**config.mk**
```make
export PLATFORM = sky130hd
export DESIGN_NAME = lbmc_cfg
export DESIGN_NICKNAME = d
export VERILOG_FILES = /design/src/lbmc_pkg.sv /design/src/lbmc_cfg.sv
export SDC_FILE = /design/constraint.sdc
export NUM_CORES = 1
export LEC_CHECK = 0
export BUFFER_PORTS_ARGS = -buffer_cell sky130_fd_sc_hd__buf_2
export CAP_MARGIN = 20
export CORE_ASPECT_RATIO = 0.5
export CORE_MARGIN = 2
export CORE_UTILIZATION = 42
export CTS_BUF_LIST = sky130_fd_sc_hd__clkbuf_2 sky130_fd_sc_hd__clkbuf_4 sky130_fd_sc_hd__clkbuf_8
export DETAILED_ROUTE_END_ITERATION = 6
export GPL_TIMING_DRIVEN = 1
export PLACE_DENSITY = 0.82
export SLEW_MARGIN = 10
export SYNTH_ARGS = -nofsm -noshare
export SYNTH_HDL_FRONTEND = slang
export SYNTH_SLANG_ARGS = --single-unit
```
**constraint.sdc**
```tcl
create_clock -name clk -period 2.05 [get_ports clk]
set_input_delay 0.3075 -clock clk [delete_from_list [all_inputs] [get_ports clk]]
set_output_delay 0.3075 -clock clk [all_outputs]
set_load 0.1 [all_outputs]
```
**src/lbmc_pkg.sv**
```systemverilog
// Shared constants and types for the D2Q9 TRT collision core.
package lbmc_pkg;

  localparam int FRAC_BITS_DEF = 16;

  // Reset rates, given in Q2.16 and rescaled to the configured fraction width.
  localparam int RS_RESET_Q16 = 655;
  localparam int RA_RESET_Q16 = 130417;

  localparam int NPOP = 9;
  localparam int NMOV = 8;
  localparam int NE   = 4;

  localparam int EQ_STAGES  = 8;
  localparam int RLX_STAGES = 3;

  // Moving direction k (1..8) at index k-1: which velocity projection it uses
  // (ux, uy, ux+uy, ux-uy) and whether that projection is negated.
  localparam int M_SRC [NMOV] = '{0, 1, 0, 1, 2, 3, 2, 3};
  localparam bit M_NEG [NMOV] = '{1'b0, 1'b0, 1'b1, 1'b1, 1'b0, 1'b1, 1'b1, 1'b0};

  localparam int OPP [NPOP] = '{0, 3, 4, 1, 2, 7, 8, 5, 6};

  typedef enum logic [0:0] {
    REG_RATE_SYM  = 1'b0,
    REG_RATE_ASYM = 1'b1
  } cfg_reg_t;

endpackage

```
**src/lbmc_cfg.sv**
```systemverilog
// Relaxation rate registers.
module lbmc_cfg #(
  parameter int FRAC_BITS = lbmc_pkg::FRAC_BITS_DEF,
  localparam int W = FRAC_BITS + 2
) (
  input  logic                clk,
  input  logic                rst_n,
  input  logic                cfg_we,
  input  lbmc_pkg::cfg_reg_t  cfg_index,
  input  logic [W-1:0]        cfg_data,
  output logic [W-1:0]        rs_o,
  output logic [W-1:0]        ra_o
);
  import lbmc_pkg::*;

  localparam logic [W-1:0] RS_RST = W'((64'(RS_RESET_Q16) << FRAC_BITS) >> 16);
  localparam logic [W-1:0] RA_RST = W'((64'(RA_RESET_Q16) << FRAC_BITS) >> 16);

  logic [W-1:0] rs_r;
  logic [W-1:0] ra_r;

  always_ff @(posedge clk) begin
    if (!rst_n) begin
      rs_r <= RS_RST;
      ra_r <= RA_RST;
    end else if (cfg_we) begin
      case (cfg_index)
        REG_RATE_SYM: begin
          rs_r <= cfg_data;
        end
        REG_RATE_ASYM: begin
          ra_r <= cfg_data;
        end
        default: begin
        end
      endcase
    end
  end

  assign rs_o = rs_r;
  assign ra_o = ra_r;

endmodule

```
======== Word-level counts from Yosys, hierarchy flattened ========
Cells that the tools add are included.
cells by class
  bitwise gates (word level) .............. 1
  reductions and logical operators ........ 2
operators with widths
  kind               count
  $reduce_and A2 Y1  2
  $not A1 Y1         1
storage, ports and cells
  flip-flop bits (word level) ............. 36
  input port bits ......................... 22
  output and inout port bits .............. 36

======== Logic depth before layout (Yosys ltp) ========
  depth after elaboration ................. 2
  mapped depth ............................ 5
  depth with buffers taken out ............ 2

======== Worst setup path after synthesis ========
Ideal clock, no wire load.
  path kind ............................... register -> register
  start ................................... register ra_o[5] (netlist name)
  end ..................................... register ra_r[5], in the netlist ra_o[5]
  arrival time ............................ 1.218 ns
  required time ........................... 1.976 ns
  slack ................................... 0.759 ns
  stages on the path, launching flop included .. 3
  buffers on the path ..................... 0
  clock period less this slack ............ 1.291 ns
  cells stage by stage .................... dfxtp_1 > inv_1 > o211ai_2
RTL lines
  what                    line            text
  end signal: assignment  lbmc_cfg.sv:32  ra_r <= cfg_data;
  end: declaration        lbmc_cfg.sv:20  logic [W-1:0] ra_r;

======== Worst setup path in the final report ========
  start ................................... register ra_r[16], in the netlist ra_o[16]
  end ..................................... output ra_o[16]
RTL lines
  what              line            text
  end: declaration  lbmc_cfg.sv:12  output logic [W-1:0] ra_o
No word-level cell between the ends.

==> flow_summary.toml <==
[status]
run_status = "complete, no violations"

[power_and_ir_drop]
vdd_ir_drop_max_v = 0.0003349
p_per_area_nw_per_um2 = 954.9
p_leak_uw = 0.0009147

[floorplanning]
fp-row-count = 15
die_w_um = 87.85
core_area_um2 = 3397
die_area_um2 = 4035
start_util_pct = 43.46
ios = 58
fp.dieH_um = 45.93

[clock_tree]
clk_pin_slew_ns = 0.07
cts_tree = "built"
clock-root-buffer = "clkbuf_8"
clkSinkCount = 36
cts_buffers = 5
h-tree-depth = 2
clockBufferDepth = 2
ctsResizeCount = 0
postCtsSetupRepairBufs = 0
holdBufCountCts = 0
clk_latency_ns = 0.28

[synthesis]
syn_area_um2 = 1476
yosys_most_used_dff = "dfxtp_1"
synthCells = 160
synth_most_common_cell = "dfxtp_1"
synth_top_family_by_area = "simple AND/OR/NAND/NOR gates"
synth_nets = 182
synthAdderAreaFrac_pct = 0
synth_edf_count = 0
ys.warnings.count = 0
synth_area_leaders = "dfxtp_1 49%, mux2i_1 8.8%, nand2_1 7.6%"
synthSimpleGateAreaFrac_pct = 18.22
synth-seq-cells = 36
ys_seq_area_share_pct = 48.81
synth_cell_types = 16
synth.top_cell.area_share_pct = 48.81
yosysTopAreaCell = "dfxtp_1"
synth_xor_area_share_pct = 0
synth_area_per_cell_um2 = 9.228
async_reset_ff_share_pct = 0
ys_top_cells_by_count = "36 x dfxtp_1, 30 x nand2_1, 18 x inv_1"
synth_compound_area_share_pct = 12.88
synth_mux_area_share_pct = 8.814

[placed_design]
port_buffers = 57
hpwl_mm = 2.463
dp.cells = 257
globalplace.congestion = 0.7379
place_ws_ns = 0.5577

[cells_and_area]
fill_cells = 307
utilization_pct = 54.59
seqCellArea_um2 = 720.7
finalNonFillerCells = 265
multi_input_area_um2 = 589.3
drive_above_1_share_pct = 35.51
area_growth_pct = 25.59
diodes = 0
finalNetCount = 235

[timing]
slew_violations = 0
grt_setup_unrepaired = "false"
hold_violations = 0
worst_slew_pin_slew_ns = 0.6457
period_needed_ns = 1.391
finalSetupTns_ns = 0
clock.fmax_mhz = 718.8
setup_ws_ns = 0.6588
setup_viol = 0
hold_ws_ns = 0.2881
clock_skew_ns = 0
timing.slew.headroom_pct = 56.86
period_share_pct = 67.86

[setup_path]
critical_path_class = "flip-flop to output pin"
cp-start-kind = "flip-flop"
reg2reg_to = "ra_o[11]"
worst_ep_required_time_ns = 1.74
cp.buffers_inverters = 1
slowest_stage = "buf_2"
slowest_delay_ns = 0.44
r2r_start = "ra_o[11]"
cp_max_fo = 2
arrival_ns = 1.08
regToRegSetupSlack_ns = 1.37
critPathCaptureType = "output pin"
path_cells = "buf_2"
timing.reg2reg.worst_path_depth = 2
path_delay_family = "buffers and inverters"

[min_path]
worstHoldPathCells = 3
min_from = "cfg_data[5]"
hp-class = "input port to flip-flop"
hold_path_end = "rs_o[5]"

[global_route]
grt_use_total_pct = 17.88
grt_pass1_wl_mm = 5.278
grt_max_degree = 26
grt_overflow_total = 0
grt_pass1_vias = 1138
antenna_found_initial = 0

[drt]
vias = 1298
antenna_left = 0
wl_per_cell_um = 12.85
drc = 0
drt_iter0_drc = 64
routed_wl_mm = 3.404
first_pass_iters = 4
vias_per_cell = 4.898

[run]
cap_violations = 0
-- how the worst max path moves through the flow --
stage | start | endpoint | slack [ns] | depth (start not counted)
4_1_cts | ra_o[3] | ra_o[3] | 0.65 | 1
2_1_floorplan | ra_o[5] | ra_o[5] | 0.76 | 2
3_5_place_dp | cfg_index | ra_o[11] | 0.56 | 4
5_1_grt | ra_o[3] | ra_o[3] | 0.62 | 1
6_report | ra_o[16] | ra_o[16] | 0.66 | 1
3_3_place_gp | cfg_index | rs_o[4] | 0.60 | 3
-- kinds of logic (layout without fill, tap and decap cells) --
family / after synthesis / after routing
and+or+nand+nor: 55 / 55
DFF: 36 / 36
buffers and inverters: 33 / 87
AOI/OAI and AO/OA: 23 / 23
muxes: 13 / 13
-- power by group --
group / switching [uW] / total, uW / internal [uW]
combinational: 394 / 479 / 84.5
clock: 229 / 530 / 300
sequential: 21.4 / 762 / 741
total: 645 / 1770 / 1130
-- flip-flops by register name (all words and copies together) (netlist names) --
register / count
ra_o: 18
rs_o: 18
-- metal layers --
metal  part of all wire [%]  track usage [%]  vias to the layer above
met5                      0                0                        -
met4                    2.7            10.46                        0
met3                    6.5            6.341                       10
met2                     49            27.73                       40
met1                     42            21.88                      610
li1                       -                -                      638
-- through the flow --
stage	power (uW)	instance area, um2
2_1_floorplan	1178	1476
3_3_place_gp	1249	1757
3_5_place_dp	1255	1757
4_1_cts	1781	1854
5_1_grt	1839	1854
6_report	1771	1854
-- cell type report --
cell class                      instances  area share [%]
Sequential cell                        36           38.87
Inverter                               18           3.644
Clock buffer                            8           5.263
Timing Repair Buffer                   61           17.00
Multi-Input combinational cell         91           31.78
Tap cell                               51           3.441
-- placed cells by master, fill, tap and decap left out --
| master | netlist | final |
|---|---|---|
| o211ai_1 | 12 | 12 |
| o21ai_1 | 5 | 5 |
| and2_1 | 1 | 1 |
| buf_4 | 0 | 4 |
| buf_2 | 1 | 57 |
| nor2b_4 | 1 | 1 |
| o211ai_2 | 6 | 6 |
| clkbuf_4 | 0 | 2 |
| nand2_1 | 30 | 30 |
| clkbuf_8 | 0 | 6 |
| nand3b_1 | 6 | 6 |
| nand3_1 | 12 | 12 |
| inv_1 | 18 | 18 |
| dfxtp_1 | 36 | 36 |
| nand4_1 | 5 | 5 |
| mux2i_1 | 13 | 13 |
Power figures use the tool's default switching activity.
